`src/design/poi_pkg.sv`:
```
// Shared constants, types and tables of the planar odometry integrator.
// No dependencies.
package poi_pkg;

  localparam int ACC_W  = 66;  // serial MAC accumulator
  localparam int TRIG_W = 34;  // CORDIC vector, Q2.30 with headroom
  localparam int DIV_W  = 52;  // divider dividend magnitude
  localparam int SUM_W  = 54;  // position sum before saturation

  localparam logic signed [TRIG_W-1:0] CORDIC_GAIN = 34'sd652032874;
  localparam logic [31:0] ANG_K      = 32'd87496355;
  localparam int          ANG_K_BITS = 27;
  localparam logic [9:0]  DIV_K      = 10'd1000;
  localparam logic [ACC_W-1:0] DIV_HALF = 66'd500;
  localparam logic [ACC_W-1:0] ROT_HALF = 66'd536870912;  // 2^29
  localparam int          ROT_SHIFT  = 30;

  localparam logic signed [SUM_W-1:0] SAT_HI = 54'sh7FFFFFFF;
  localparam logic signed [SUM_W-1:0] SAT_LO = -(54'sh80000000);
  localparam logic signed [19:0] QUAT_HI = 20'sd65536;
  localparam logic signed [19:0] QUAT_LO = -20'sd65536;

  typedef struct packed {
    logic       start;
    logic       sub;    // subtract the product
    logic       sgn;    // multiplier is two's complement
    logic [5:0] nbits;  // multiplier bits to walk
  } mac_cmd_t;

  // arctan(2^-i) as a binary angle, 2^32 = 2*pi
  function automatic logic [31:0] atan_entry(input logic [4:0] i);
    logic [31:0] r;
    case (i)
      5'd0:  r = 32'h20000000;
      5'd1:  r = 32'h12E4051E;
      5'd2:  r = 32'h09FB385B;
      5'd3:  r = 32'h051111D4;
      5'd4:  r = 32'h028B0D43;
      5'd5:  r = 32'h0145D7E1;
      5'd6:  r = 32'h00A2F61E;
      5'd7:  r = 32'h00517C55;
      5'd8:  r = 32'h0028BE53;
      5'd9:  r = 32'h00145F2F;
      5'd10: r = 32'h000A2F98;
      5'd11: r = 32'h000517CC;
      5'd12: r = 32'h00028BE6;
      5'd13: r = 32'h000145F3;
      5'd14: r = 32'h0000A2FA;
      5'd15: r = 32'h0000517D;
      5'd16: r = 32'h000028BE;
      5'd17: r = 32'h0000145F;
      5'd18: r = 32'h00000A30;
      5'd19: r = 32'h00000518;
      5'd20: r = 32'h0000028C;
      5'd21: r = 32'h00000146;
      5'd22: r = 32'h000000A3;
      5'd23: r = 32'h00000051;
      5'd24: r = 32'h00000029;
      5'd25: r = 32'h00000014;
      5'd26: r = 32'h0000000A;
      5'd27: r = 32'h00000005;
      5'd28: r = 32'h00000003;
      5'd29: r = 32'h00000001;
      default: r = 32'h00000000;
    endcase
    return r;
  endfunction

endpackage

```
`src/design/poi_if.sv`:
```
// Valid/ready channel interfaces for the odometry integrator.
// Depends on nothing.
interface poi_in_if;
  logic               valid;
  logic               ready;
  logic [15:0]        step_ms;
  logic signed [31:0] vel_fwd;
  logic signed [31:0] vel_side;
  logic signed [31:0] yaw_rate;
  modport source(output valid, step_ms, vel_fwd, vel_side, yaw_rate, input ready);
  modport sink(input valid, step_ms, vel_fwd, vel_side, yaw_rate, output ready);
endinterface

interface poi_out_if;
  logic               valid;
  logic               ready;
  logic signed [31:0] pos_x;
  logic signed [31:0] pos_y;
  logic [31:0]        heading_angle;
  logic signed [17:0] quat_z;
  logic signed [17:0] quat_w;
  modport source(output valid, pos_x, pos_y, heading_angle, quat_z, quat_w, input ready);
  modport sink(input valid, pos_x, pos_y, heading_angle, quat_z, quat_w, output ready);
endinterface

```
`src/design/poi_cordic.sv`:
```
// Iterative rotation-mode CORDIC: cos and sin in Q2.30 of a 2*pi binary angle.
// Depends on poi_pkg.
module poi_cordic #(
  parameter int STEPS = 20
) (
  input  logic                            clk,
  input  logic                            rst,
  input  logic                            start,
  input  logic [31:0]                     angle,
  output logic                            done,
  output logic signed [poi_pkg::TRIG_W-1:0] cos_o,
  output logic signed [poi_pkg::TRIG_W-1:0] sin_o
);
  localparam int CNT_W = $clog2(STEPS + 1);

  logic                            busy;
  logic [CNT_W-1:0]                cnt;
  logic                            flip;
  logic signed [poi_pkg::TRIG_W-1:0] x, y, z;
  logic [31:0]                     ang_f;
  logic                            fold;
  logic signed [poi_pkg::TRIG_W-1:0] atn;

  // second and third quadrant: rotate by pi first
  assign fold  = angle[31] ^ angle[30];
  assign ang_f = fold ? (angle ^ 32'h80000000) : angle;
  assign atn   = {2'b00, poi_pkg::atan_entry(5'(cnt))};

  always_ff @(posedge clk) begin
    done <= 1'b0;
    if (rst) begin
      busy <= 1'b0;
      cnt  <= '0;
    end else if (start) begin
      busy <= 1'b1;
      cnt  <= '0;
      flip <= fold;
      x    <= poi_pkg::CORDIC_GAIN;
      y    <= '0;
      z    <= {{2{ang_f[31]}}, ang_f};
    end else if (busy) begin
      if (!z[poi_pkg::TRIG_W-1]) begin
        x <= x - (y >>> cnt);
        y <= y + (x >>> cnt);
        z <= z - atn;
      end else begin
        x <= x + (y >>> cnt);
        y <= y - (x >>> cnt);
        z <= z + atn;
      end
      if (cnt == CNT_W'(STEPS - 1)) begin
        busy <= 1'b0;
        done <= 1'b1;
      end else begin
        cnt <= cnt + 1'b1;
      end
    end
  end

  assign cos_o = flip ? -x : x;
  assign sin_o = flip ? -y : y;
endmodule

```
`src/design/poi_mac.sv`:
```
// Bit-serial multiply-accumulate: one multiplier bit per cycle.
// Depends on poi_pkg.
module poi_mac (
  input  logic                           clk,
  input  logic                           rst,
  input  poi_pkg::mac_cmd_t              cmd,
  input  logic signed [poi_pkg::ACC_W-1:0] a,
  input  logic [31:0]                    b,
  input  logic [poi_pkg::ACC_W-1:0]      init,
  output logic                           done,
  output logic signed [poi_pkg::ACC_W-1:0] acc
);
  logic                           busy;
  logic [5:0]                     cnt;
  logic                           sub, sgn;
  logic signed [poi_pkg::ACC_W-1:0] mcand;
  logic [31:0]                    mplier;
  logic                           neg;

  // top bit of a signed multiplier carries negative weight
  assign neg = sub ^ (sgn && cnt == 6'd0);

  always_ff @(posedge clk) begin
    done <= 1'b0;
    if (rst) begin
      busy <= 1'b0;
      cnt  <= '0;
    end else if (cmd.start) begin
      busy   <= 1'b1;
      cnt    <= cmd.nbits - 6'd1;
      sub    <= cmd.sub;
      sgn    <= cmd.sgn;
      acc    <= init;
      mcand  <= a;
      mplier <= b;
    end else if (busy) begin
      if (mplier[0])
        acc <= neg ? acc - mcand : acc + mcand;
      mcand  <= mcand <<< 1;
      mplier <= mplier >> 1;
      if (cnt == 6'd0) begin
        busy <= 1'b0;
        done <= 1'b1;
      end else begin
        cnt <= cnt - 6'd1;
      end
    end
  end
endmodule

```
`src/design/poi_div1000.sv`:
```
// Restoring divider by 1000, one quotient bit per cycle, floor rounding.
// Depends on poi_pkg.
module poi_div1000 (
  input  logic                           clk,
  input  logic                           rst,
  input  logic                           start,
  input  logic signed [poi_pkg::ACC_W-1:0] t,
  output logic                           done,
  output logic signed [poi_pkg::DIV_W:0] q
);
  localparam int CNT_W = $clog2(poi_pkg::DIV_W);

  logic                       busy, neg;
  logic [CNT_W-1:0]           cnt;
  logic [poi_pkg::DIV_W-1:0]  u, quo;
  logic [9:0]                 rem;
  logic [10:0]                trial;
  logic [poi_pkg::ACC_W-1:0]  t_neg;

  // floor of a negative value: -ceil(-t/1000) = -((-t + 999) / 1000)
  assign t_neg = -t + poi_pkg::ACC_W'(poi_pkg::DIV_K - 10'd1);
  assign trial = {rem, u[poi_pkg::DIV_W-1]};

  always_ff @(posedge clk) begin
    done <= 1'b0;
    if (rst) begin
      busy <= 1'b0;
      cnt  <= '0;
    end else if (start) begin
      busy <= 1'b1;
      cnt  <= '0;
      neg  <= t[poi_pkg::ACC_W-1];
      u    <= t[poi_pkg::ACC_W-1] ? t_neg[poi_pkg::DIV_W-1:0] : t[poi_pkg::DIV_W-1:0];
      rem  <= '0;
      quo  <= '0;
    end else if (busy) begin
      if (trial >= {1'b0, poi_pkg::DIV_K}) begin
        rem <= 10'(trial - {1'b0, poi_pkg::DIV_K});
        quo <= {quo[poi_pkg::DIV_W-2:0], 1'b1};
      end else begin
        rem <= trial[9:0];
        quo <= {quo[poi_pkg::DIV_W-2:0], 1'b0};
      end
      u <= u << 1;
      if (cnt == CNT_W'(poi_pkg::DIV_W - 1)) begin
        busy <= 1'b0;
        done <= 1'b1;
      end else begin
        cnt <= cnt + 1'b1;
      end
    end
  end

  assign q = neg ? -$signed({1'b0, quo}) : $signed({1'b0, quo});
endmodule

```
`src/design/planar_odometry_integrator.sv`:
```
// Planar dead-reckoning odometry integrator, top level.
// Depends on poi_pkg, poi_if, poi_cordic, poi_mac, poi_div1000.
//
//   channel   dir   carries
//   in_ch     in    step_ms, vel_fwd, vel_side, yaw_rate
//   out_ch    out   pos_x, pos_y, heading_angle, quat_z, quat_w
//
// One item at a time. The time from accept to result valid is set by the
// bit-serial MAC walking multiplier bits and the divider producing one quotient bit
// a cycle; the next item is taken once the sequencer is back in idle.
// rst (synchronous) clears pose, sequencer and output valid.
// A new item is taken while the previous result waits on out_ch; a stalled
// out_ch only holds the sequencer in its final step.
module planar_odometry_integrator #(
  parameter int CORDIC_STEPS = 20,
  parameter int FRAC_BITS    = 16
) (
  input logic     clk,
  input logic     rst,
  poi_in_if.sink  in_ch,
  poi_out_if.source out_ch
);
  localparam int SH = FRAC_BITS + 8;  // heading scale shift
  localparam logic [poi_pkg::ACC_W-1:0] HEAD_HALF = poi_pkg::ACC_W'(1) << (SH - 1);

  // sequencer codes
  localparam logic [3:0] S_IDLE = 4'd0;
  localparam logic [3:0] S_COS0 = 4'd1;   // trig of old heading
  localparam logic [3:0] S_MX1  = 4'd2;   // vf*cos
  localparam logic [3:0] S_MX2  = 4'd3;   // - vs*sin
  localparam logic [3:0] S_MX3  = 4'd4;   // rx*step
  localparam logic [3:0] S_DX   = 4'd5;   // /1000
  localparam logic [3:0] S_MY1  = 4'd6;   // vf*sin
  localparam logic [3:0] S_MY2  = 4'd7;   // + vs*cos
  localparam logic [3:0] S_MY3  = 4'd8;
  localparam logic [3:0] S_DY   = 4'd9;
  localparam logic [3:0] S_MH1  = 4'd10;  // yaw*step
  localparam logic [3:0] S_MH2  = 4'd11;  // *K
  localparam logic [3:0] S_COS1 = 4'd12;  // trig of half new heading
  localparam logic [3:0] S_OUT  = 4'd13;

  logic [3:0] state;

  // latched item
  logic [15:0]        step;
  logic signed [31:0] vf, vs, wz;

  // pose
  logic signed [31:0] world_x, world_y;
  logic [31:0]        heading_acc;

  // output register
  logic               out_valid;
  logic signed [31:0] o_px, o_py;
  logic [31:0]        o_hd;
  logic [17:0]        o_qz, o_qw;

  // unit controls
  logic                             cord_start, cord_done;
  logic [31:0]                      cord_angle;
  logic signed [poi_pkg::TRIG_W-1:0] cord_cos, cord_sin;
  poi_pkg::mac_cmd_t                mac_cmd;
  logic signed [poi_pkg::ACC_W-1:0] mac_a, mac_acc;
  logic [31:0]                      mac_b;
  logic [poi_pkg::ACC_W-1:0]        mac_init;
  logic                             mac_done;
  logic                             div_start, div_done;
  logic signed [poi_pkg::DIV_W:0]   div_q;

  logic signed [poi_pkg::ACC_W-1:0] cos_ext, sin_ext;
  logic [31:0]                      head_next;

  assign cos_ext   = {{(poi_pkg::ACC_W-poi_pkg::TRIG_W){cord_cos[poi_pkg::TRIG_W-1]}}, cord_cos};
  assign sin_ext   = {{(poi_pkg::ACC_W-poi_pkg::TRIG_W){cord_sin[poi_pkg::TRIG_W-1]}}, cord_sin};
  // heading step is bits SH and up of p*K + half, modulo 2^32
  assign head_next = heading_acc + mac_acc[SH+31:SH];

  poi_cordic #(.STEPS(CORDIC_STEPS)) u_cordic (
    .clk(clk), .rst(rst), .start(cord_start), .angle(cord_angle),
    .done(cord_done), .cos_o(cord_cos), .sin_o(cord_sin)
  );

  poi_mac u_mac (
    .clk(clk), .rst(rst), .cmd(mac_cmd), .a(mac_a), .b(mac_b), .init(mac_init),
    .done(mac_done), .acc(mac_acc)
  );

  poi_div1000 u_div (
    .clk(clk), .rst(rst), .start(div_start), .t(mac_acc), .done(div_done), .q(div_q)
  );

  function automatic logic signed [31:0] sat_add(input logic signed [31:0] w,
                                                 input logic signed [poi_pkg::DIV_W:0] d);
    logic signed [poi_pkg::SUM_W-1:0] s;
    s = {{(poi_pkg::SUM_W-32){w[31]}}, w}
      + {{(poi_pkg::SUM_W-poi_pkg::DIV_W-1){d[poi_pkg::DIV_W]}}, d};
    if (s > poi_pkg::SAT_HI)      return 32'sh7FFFFFFF;
    else if (s < poi_pkg::SAT_LO) return 32'sh80000000;
    else                          return s[31:0];
  endfunction

  // Q2.30 -> Q1.16, round half up, clamp to +/-1.0
  function automatic logic [17:0] quat_of(input logic signed [poi_pkg::TRIG_W-1:0] v);
    logic signed [19:0] r;
    r = 20'((v + poi_pkg::TRIG_W'(8192)) >>> 14);
    if (r > poi_pkg::QUAT_HI)      return 18'(poi_pkg::QUAT_HI);
    else if (r < poi_pkg::QUAT_LO) return 18'(poi_pkg::QUAT_LO);
    else                           return r[17:0];
  endfunction

  always_ff @(posedge clk) begin
    mac_cmd.start <= 1'b0;
    cord_start    <= 1'b0;
    div_start     <= 1'b0;
    if (rst) begin
      state       <= S_IDLE;
      world_x     <= '0;
      world_y     <= '0;
      heading_acc <= '0;
      out_valid   <= 1'b0;
      mac_cmd     <= '0;
    end else begin
      if (out_valid && out_ch.ready)
        out_valid <= 1'b0;
      unique case (state) inside
        S_IDLE: begin
          if (in_ch.valid) begin
            step       <= in_ch.step_ms;
            vf         <= in_ch.vel_fwd;
            vs         <= in_ch.vel_side;
            wz         <= in_ch.yaw_rate;
            cord_angle <= {heading_acc[30:0], 1'b0};  // old heading at 2*pi scale
            cord_start <= 1'b1;
            state      <= S_COS0;
          end
        end
        S_COS0: begin
          if (cord_done) begin
            mac_a    <= cos_ext;
            mac_b    <= vf;
            mac_init <= poi_pkg::ROT_HALF;  // rounding for the >>30
            mac_cmd  <= '{start: 1'b1, sub: 1'b0, sgn: 1'b1, nbits: 6'd32};
            state    <= S_MX1;
          end
        end
        S_MX1: begin
          if (mac_done) begin
            mac_a    <= sin_ext;
            mac_b    <= vs;
            mac_init <= mac_acc;
            mac_cmd  <= '{start: 1'b1, sub: 1'b1, sgn: 1'b1, nbits: 6'd32};
            state    <= S_MX2;
          end
        end
        S_MX2, S_MY2: begin
          if (mac_done) begin
            mac_a    <= mac_acc >>> poi_pkg::ROT_SHIFT;
            mac_b    <= {16'd0, step};
            mac_init <= poi_pkg::DIV_HALF;  // rounding for the /1000
            mac_cmd  <= '{start: 1'b1, sub: 1'b0, sgn: 1'b0, nbits: 6'd16};
            state    <= (state == S_MX2) ? S_MX3 : S_MY3;
          end
        end
        S_MX3, S_MY3: begin
          if (mac_done) begin
            div_start <= 1'b1;
            state     <= (state == S_MX3) ? S_DX : S_DY;
          end
        end
        S_DX: begin
          if (div_done) begin
            world_x  <= sat_add(world_x, div_q);
            mac_a    <= sin_ext;
            mac_b    <= vf;
            mac_init <= poi_pkg::ROT_HALF;
            mac_cmd  <= '{start: 1'b1, sub: 1'b0, sgn: 1'b1, nbits: 6'd32};
            state    <= S_MY1;
          end
        end
        S_MY1: begin
          if (mac_done) begin
            mac_a    <= cos_ext;
            mac_b    <= vs;
            mac_init <= mac_acc;
            mac_cmd  <= '{start: 1'b1, sub: 1'b0, sgn: 1'b1, nbits: 6'd32};
            state    <= S_MY2;
          end
        end
        S_DY: begin
          if (div_done) begin
            world_y  <= sat_add(world_y, div_q);
            mac_a    <= {{(poi_pkg::ACC_W-32){wz[31]}}, wz};
            mac_b    <= {16'd0, step};
            mac_init <= '0;
            mac_cmd  <= '{start: 1'b1, sub: 1'b0, sgn: 1'b0, nbits: 6'd16};
            state    <= S_MH1;
          end
        end
        S_MH1: begin
          if (mac_done) begin
            // only the low SH+32 bits of p*K matter, so p need not be trimmed
            mac_a    <= mac_acc;
            mac_b    <= poi_pkg::ANG_K;
            mac_init <= HEAD_HALF;
            mac_cmd  <= '{start: 1'b1, sub: 1'b0, sgn: 1'b0,
                          nbits: 6'(poi_pkg::ANG_K_BITS)};
            state    <= S_MH2;
          end
        end
        S_MH2: begin
          if (mac_done) begin
            heading_acc <= head_next;
            cord_angle  <= head_next;  // half heading at 2*pi scale
            cord_start  <= 1'b1;
            state       <= S_COS1;
          end
        end
        S_COS1: begin
          if (cord_done)
            state <= S_OUT;
        end
        S_OUT: begin
          if (!out_valid || out_ch.ready) begin
            o_px      <= world_x;
            o_py      <= world_y;
            o_hd      <= heading_acc;
            o_qz      <= quat_of(cord_sin);
            o_qw      <= quat_of(cord_cos);
            out_valid <= 1'b1;
            state     <= S_IDLE;
          end
        end
        default: state <= S_IDLE;
      endcase
    end
  end

  assign in_ch.ready          = (state == S_IDLE);
  assign out_ch.valid         = out_valid;
  assign out_ch.pos_x         = o_px;
  assign out_ch.pos_y         = o_py;
  assign out_ch.heading_angle = o_hd;
  assign out_ch.quat_z        = o_qz;
  assign out_ch.quat_w        = o_qw;
endmodule

```
`src/flat_wrapper.sv`:
```
// flat-port wrapper written by rule: the top's interface ports become plain ports
module planar_odometry_integrator_flat 
#(
  parameter int CORDIC_STEPS = 20,
  parameter int FRAC_BITS    = 16
)
  (clk, rst, in_ch_valid, in_ch_step_ms, in_ch_vel_fwd, in_ch_vel_side, in_ch_yaw_rate, in_ch_ready, out_ch_valid, out_ch_pos_x, out_ch_pos_y, out_ch_heading_angle, out_ch_quat_z, out_ch_quat_w, out_ch_ready);
  poi_in_if in_ch_i ();
  poi_out_if out_ch_i ();
  input logic clk;
  input logic rst;
  input wire logic [$bits(in_ch_i.valid)-1:0] in_ch_valid;
  input wire logic [$bits(in_ch_i.step_ms)-1:0] in_ch_step_ms;
  input wire logic [$bits(in_ch_i.vel_fwd)-1:0] in_ch_vel_fwd;
  input wire logic [$bits(in_ch_i.vel_side)-1:0] in_ch_vel_side;
  input wire logic [$bits(in_ch_i.yaw_rate)-1:0] in_ch_yaw_rate;
  output wire logic [$bits(in_ch_i.ready)-1:0] in_ch_ready;
  output wire logic [$bits(out_ch_i.valid)-1:0] out_ch_valid;
  output wire logic [$bits(out_ch_i.pos_x)-1:0] out_ch_pos_x;
  output wire logic [$bits(out_ch_i.pos_y)-1:0] out_ch_pos_y;
  output wire logic [$bits(out_ch_i.heading_angle)-1:0] out_ch_heading_angle;
  output wire logic [$bits(out_ch_i.quat_z)-1:0] out_ch_quat_z;
  output wire logic [$bits(out_ch_i.quat_w)-1:0] out_ch_quat_w;
  input wire logic [$bits(out_ch_i.ready)-1:0] out_ch_ready;
  assign in_ch_i.valid = in_ch_valid;
  assign in_ch_i.step_ms = in_ch_step_ms;
  assign in_ch_i.vel_fwd = in_ch_vel_fwd;
  assign in_ch_i.vel_side = in_ch_vel_side;
  assign in_ch_i.yaw_rate = in_ch_yaw_rate;
  assign in_ch_ready = in_ch_i.ready;
  assign out_ch_valid = out_ch_i.valid;
  assign out_ch_pos_x = out_ch_i.pos_x;
  assign out_ch_pos_y = out_ch_i.pos_y;
  assign out_ch_heading_angle = out_ch_i.heading_angle;
  assign out_ch_quat_z = out_ch_i.quat_z;
  assign out_ch_quat_w = out_ch_i.quat_w;
  assign out_ch_i.ready = out_ch_ready;
  planar_odometry_integrator #(.CORDIC_STEPS(CORDIC_STEPS), .FRAC_BITS(FRAC_BITS)) u_core (.clk(clk), .rst(rst), .in_ch(in_ch_i), .out_ch(out_ch_i));
endmodule
```
`config.mk`:
```
export PLATFORM = sky130hd
export DESIGN_NAME = planar_odometry_integrator_flat
export DESIGN_NICKNAME = d
export VERILOG_FILES = /design/src/design/poi_pkg.sv /design/src/design/poi_if.sv /design/src/design/poi_cordic.sv /design/src/design/poi_mac.sv /design/src/design/poi_div1000.sv /design/src/design/planar_odometry_integrator.sv /design/src/flat_wrapper.sv
export SDC_FILE = /design/constraint.sdc
export NUM_CORES = 2
export LEC_CHECK = 0
export ABC_AREA = 1
export ABC_CLOCK_PERIOD_IN_PS = 39700
export BUFFER_PORTS_ARGS = -buffer_cell sky130_fd_sc_hd__buf_4
export CAP_MARGIN = 15
export CORE_MARGIN = 5
export CORE_UTILIZATION = 55
export DETAILED_ROUTE_END_ITERATION = 10
export PLACE_DENSITY = 0.72
export RECOVER_POWER = 100
export SYNTH_ARGS = -nofsm -noshare
export SYNTH_HDL_FRONTEND = slang
export SYNTH_SLANG_ARGS = --single-unit
```
`constraint.sdc`:
```
create_clock -name clk -period 39.7 [get_ports clk]
set_input_delay 7.94 -clock clk [delete_from_list [all_inputs] [get_ports clk]]
set_output_delay 7.94 -clock clk [all_outputs]
set_load 0.1 [all_outputs]
```
---- After elaboration in Yosys (flattened, before gate mapping) ----
Memories as Yosys holds them, arrays and structs flattened. A register that Yosys moved wholly into a read port is not among the register bits.
Index checks and enable logic that the tools add are counted.
W data, S select, Z words.
cells by class
  $add $sub $neg .......................... 23
  magnitude comparators ................... 9
  equal/unequal tests ..................... 29
  shift-type cells ........................ 2
  muxes and demuxes ....................... 102
  bitwise logic cells ..................... 10
  reductions and logical operators ........ 44
operators by type and width
  kind                      number
  $mux W66                  18
  $mux W32                  15
  $pmux W66 S7              1
  $pmux W66 S6              1
  $mux W34                  9
  $mux W52                  4
  $pmux W32 S6              1
  $add A32 B53 Y54          2
  $gt A54 B32 Y1 const B    2
  $lt A54 B32 Y1 const B    2
  $add A34 B15 Y34 const B  2
  $add A34 B34 Y34          2
  $neg A34 Y34              2
  $sshr A34 B5 Y34          2
  $sub A34 B34 Y34          2
  $add A66 B66 Y66          1
  $sub A66 B66 Y66          1
  $pmux W32 S2              1
  $mux W9                   7
  $pmux W9 S7               1
  $mux W4                   14
  $mux W53                  1
  $neg A52 Y53              1
  $add A52 B10 Y52 const B  1
  other kinds (44)          126
word-level totals
  bits in registers ....................... 959
  memory bits (read-only) ................. 960
  input port bits ......................... 116
  output and inout bits ................... 134
  memories ................................ 1
memories
  name             words  bits a word  read ports  clocked after memory_dff  write ports  line           source
  (no name shown)  32     30           1           1                         0            poi_pkg.sv:33  case (i)

---- Logic depth before layout (Yosys ltp) ----
  depth in word-level cells ............... 7
  gate-level depth with buffers ........... 40
  gate-level depth less buffers ........... 39

---- Hierarchy ----
Synthesis repeated with hierarchy kept, for this count alone.
unflattened totals
  cells, all modules ...................... 10716
  area total of the unflattened synthesis .. 75787.7 um^2
modules (own cells, without submodules)
  module                      times used  cells an instance  area each (um^2)
  planar_odometry_integrator  1           4198               33251.9
  poi_cordic                  1           3069               19014.5
  poi_mac                     1           2297               15058.2
  poi_div1000                 1           1152               8463.1

---- Worst setup path after synthesis ----
OpenSTA, ideal clock, no wires.
  kind .................................... input to register
  from .................................... input rst
  to ...................................... register u_core.o_hd[0] (netlist: u_core.out_ch.heading_angle[0]), enable pin
  arrival ................................. 17.283 ns
  setup slack ............................. 21.632 ns
  cell stages on the path ................. 3
  path through ............................ clkbuf_1 -> buf_1 -> nor3_1
on the way
  word-level cells in the longest chain between the ends .. 2
ends and longest elaborated chain
  element                      line                               source
  start: declaration           flat_wrapper.sv:11                 input logic rst;
  $not A1 Y1 (no line)         n/a
  $reduce_and A3 Y1 (no line)  n/a
  end signal: assignment       planar_odometry_integrator.sv:226  o_hd <= heading_acc;
  end: declaration             planar_odometry_integrator.sv:55   logic [31:0] o_hd;
No other way between the ends.
A chain may end at the register's enable or synchronous reset.

---- Worst setup path after layout ----
  from .................................... input rst
  to ...................................... register u_core.o_py[6] (netlist: u_core.out_ch.pos_y[6]), enable pin
on the way
  word-level cells in the longest chain between the ends .. 2
ends and longest elaborated chain
  element                      line                               source
  $not A1 Y1 (no line)         n/a
  $reduce_and A3 Y1 (no line)  n/a
  end signal: assignment       planar_odometry_integrator.sv:225  o_py <= world_y;
  end: declaration             planar_odometry_integrator.sv:54   logic signed [31:0] o_px, o_py;
No other way between the ends.

==> reports/qor.txt <==
Tcrit/Tclk final: 38.9%
Synth Flop Type: edfxtp_1
DP HPWL: 212 mm
Multi-input gate area: 38100 µm²
die height: 371 µm
Post-route DRC: 0
Core Area: 130000 µm²
async set-reset flop share out of synthesis: 0%
cell type group with the largest total delay on the critical path: buffers and inverters
DR vias: 70100
number of fill cells: 12100
number of global-route vias before repair: 65000
1st-pass router iterations: 8
routability congestion estimate: 1.09
Worst Setup Start Kind: input pin
Die ar.: 138000 µm²
leakage power: 34.0 nW
Total Wirelength: 269 mm
Post-Syn Area: 71800 µm²
Reg2Reg Depth: 26
register area share after synthesis: 38.9%
Ys Warns: 0
# H-tree levels: 3
total global routing overflow: 0
# rows: 132
I/O pin cnt: 250
final setup vio count: 0
Worst Tran Pin Value: 4.61 ns
share of cells above drive strength 1: 5.70%
All-Layer GR Usage: 37.7%
crit-path cells: clkbuf_1 -> clkbuf_1 -> nor3_1 -> clkbuf_1 -> clkbuf_1
Slew Limit Fails: 2090
Worst Path Arrival: 15.71 ns
minimum clock period: 15.45 ns
Layout area overhead: 8.96%
synth top area cells: edfxtp_1, nand2_1, inv_1, nor2_1, ha_1
TritonCTS Buffers: 108
pre-CTS WS: 28.59 ns
Crit path top cell by count: clkbuf_1
Worst path slowest cell: clkbuf_1
initial antenna violation count: 9
sum of buffers and inverters on the critical path: 4
cell taking the most area after synthesis: edfxtp_1
Post CTS Setup Buffer Count: 0
Critical Path End: u_core.out_ch.pos_y[6]
Final Hold Viols: 0
Syn Nets: 10200
Levels on crit path: 5
root buffer cell: clkbuf_16
TritonCTS Sinks: 985
crit path capture type: flip-flop
crit path launch: rst
Final ANT Viol Nets: 0
worst setup margin: 24.25 ns
Mean Syn Cell Area: 7.37 µm²
CTS Hold Bufs: 0
Yosys cell types: 76
routed length per instance: 23.0 µm
violated checks: max-capacitance violations, max-slew violations
worst stage delay on the critical path: 3.19 ns
most frequent cells in the layout: nand2_1, inv_1, nor2_1, edfxtp_1, o21ai_0
worst skew pair latency: 0.76 ns
RR Endpoint: u_core.u_cordic.x[33]
most common cell after layout, fill and taps aside: nand2_1
Die Width: 371 µm
Initial DRC Count: 9175
CTS clk-pin slew, worst paths: 0.07 ns
FF+latch area: 28000 µm²
critical path data required time: 39.97 ns
PD cells: 49.4 nW/µm²
starting density of the core: 55.4%
number of synthesized flops with an enable pin: 824
run status: complete, but fails checks
RSZ-0062 raised after global routing: false
first-pass GRT wire length: 396 mm
Port Buf Inserts: 249
Total Nets Final: 10300
largest net degree at the start of global routing: 106
CTS tree: done
critical path class: input pin to flip-flop
maxcap violations: 40
reg2reg setup slack: 29.65 ns
DR vias/cell: 5.98
Worst Path Max Fanout: 72
setup TNS: 0 ns
Hold Path Class: flip-flop to flip-flop
Max IR drop VDD: 56.2 µV
Synth Register Bits: 985
Syn Inst Count: 9744
Max Clock Skew: 0.0530 ns
area share of the largest cell type after synthesis: 34.4%
Crit Reg-Reg Startpoint: u_core.u_cordic.cnt[0]
Fmax: 64.7 MHz
post-CTS sizing: 0
clock tree buffer depth: 3
max_slew headroom: -207%
## through the flow
| step | cell area (µm²) | cells | power, W | utilization, % | hold slack, ns |
|---|---|---|---|---|---|
| floorplan | 71800 | 9744 | 0.00232 | - | 0.409 |
| global placement | 75200 | 11500 | 0.00273 | 58.0 | 0.423 |
| detailed placement | 75300 | 11500 | 0.00276 | 58.1 | 0.426 |
| CTS | 79100 | 11700 | 0.00384 | 61.0 | 0.442 |
| global route | 78300 | 11700 | 0.00406 | 60.4 | 0.448 |
| finish | 78300 | 11700 | 0.00386 | 60.4 | 0.442 |
## power by group
| part | switching [W] | total (W) | internal, W |
|---|---|---|---|
| logic | 0.00101 | 0.00147 | 0.000461 |
| clock network | 0.000469 | 0.00108 | 0.000608 |
| registers | 0.0000737 | 0.00132 | 0.00124 |
## per-layer routing
layer | GRT usage [%] | wire length, µm | part of all wire, %
met1 | 50.4 | 107000 | 40
met2 | 58.8 | 118000 | 44
met3 | 7.09 | 27800 | 10
met4 | 19.2 | 16700 | 6.2
met5 | 0 | 26 | 0.0097
## area by class of cell
class / count / area share, %
Multi-Input combinational cell: 7285 / 48.7
Sequential cell: 985 / 35.7
Inverter: 1194 / 5.73
Clock buffer: 123 / 3.63
Tap cell: 1742 / 2.78
Timing Repair Buffer: 313 / 2.19
Clock inverter: 82 / 1.23
Antenna cell: 3 / 0.00959
## worst min path at each step
stage          depth (start not counted)                to  slack, ns              start
4_1_cts                                0  u_core.u_mac.sub       0.44  u_core.mac_cmd[7]
3_5_place_dp                           0  u_core.u_mac.sub       0.43  u_core.mac_cmd[7]
5_1_grt                                0  u_core.u_mac.sub       0.45  u_core.mac_cmd[7]
6_report                               0  u_core.u_mac.sub       0.44  u_core.mac_cmd[7]
3_3_place_gp                           0  u_core.u_mac.sub       0.42  u_core.mac_cmd[7]
2_1_floorplan                          0  u_core.u_mac.sub       0.41  u_core.mac_cmd[7]
## registers in the layout, summed over array words and instances (netlist names), 34 cells and up
signal	count
u_core.u_cordic.z	34
u_core.mac_a	66
u_core.u_cordic.y	34
u_core.u_mac.acc	66
u_core.u_div.u	52
u_core.u_cordic.x	34
u_core.u_div.quo	52
u_core.u_mac.mcand	66
u_core.mac_init	66
## cells in the mapped netlist (35+ instances only)
library cell and count:
a21oi_1 625, a31oi_1 100, buf_1 35, buf_2 36, clkbuf_1 185, dfxtp_1 161
edfxtp_1 824, ha_1 330, inv_1 1165, nand2_1 2492, nand2_2 40, nand3_1 529
nand4_1 119, nor2_1 1123, nor3_1 120, nor4_1 64, o2111ai_1 45, o211ai_1 45
o21a_1 73, o21ai_0 694, o21ai_1 44, or2_2 84, xnor2_1 72, xor2_1 306
## cell families after synthesis
| logic type | synth area share [%] |
|---|---|
| AND/OR/NAND/NOR | 27.6 |
| AO/OA/AOI/OAI | 14.8 |
| buffers and inverters | 7.96 |
| flip-flops | 38.9 |
| XOR/XNOR | 4.63 |
| adder cells (fa/ha/maj) | 5.94 |
| multiplexers | 0.125 |
Note: power is estimated with default switching activity, not from simulation.
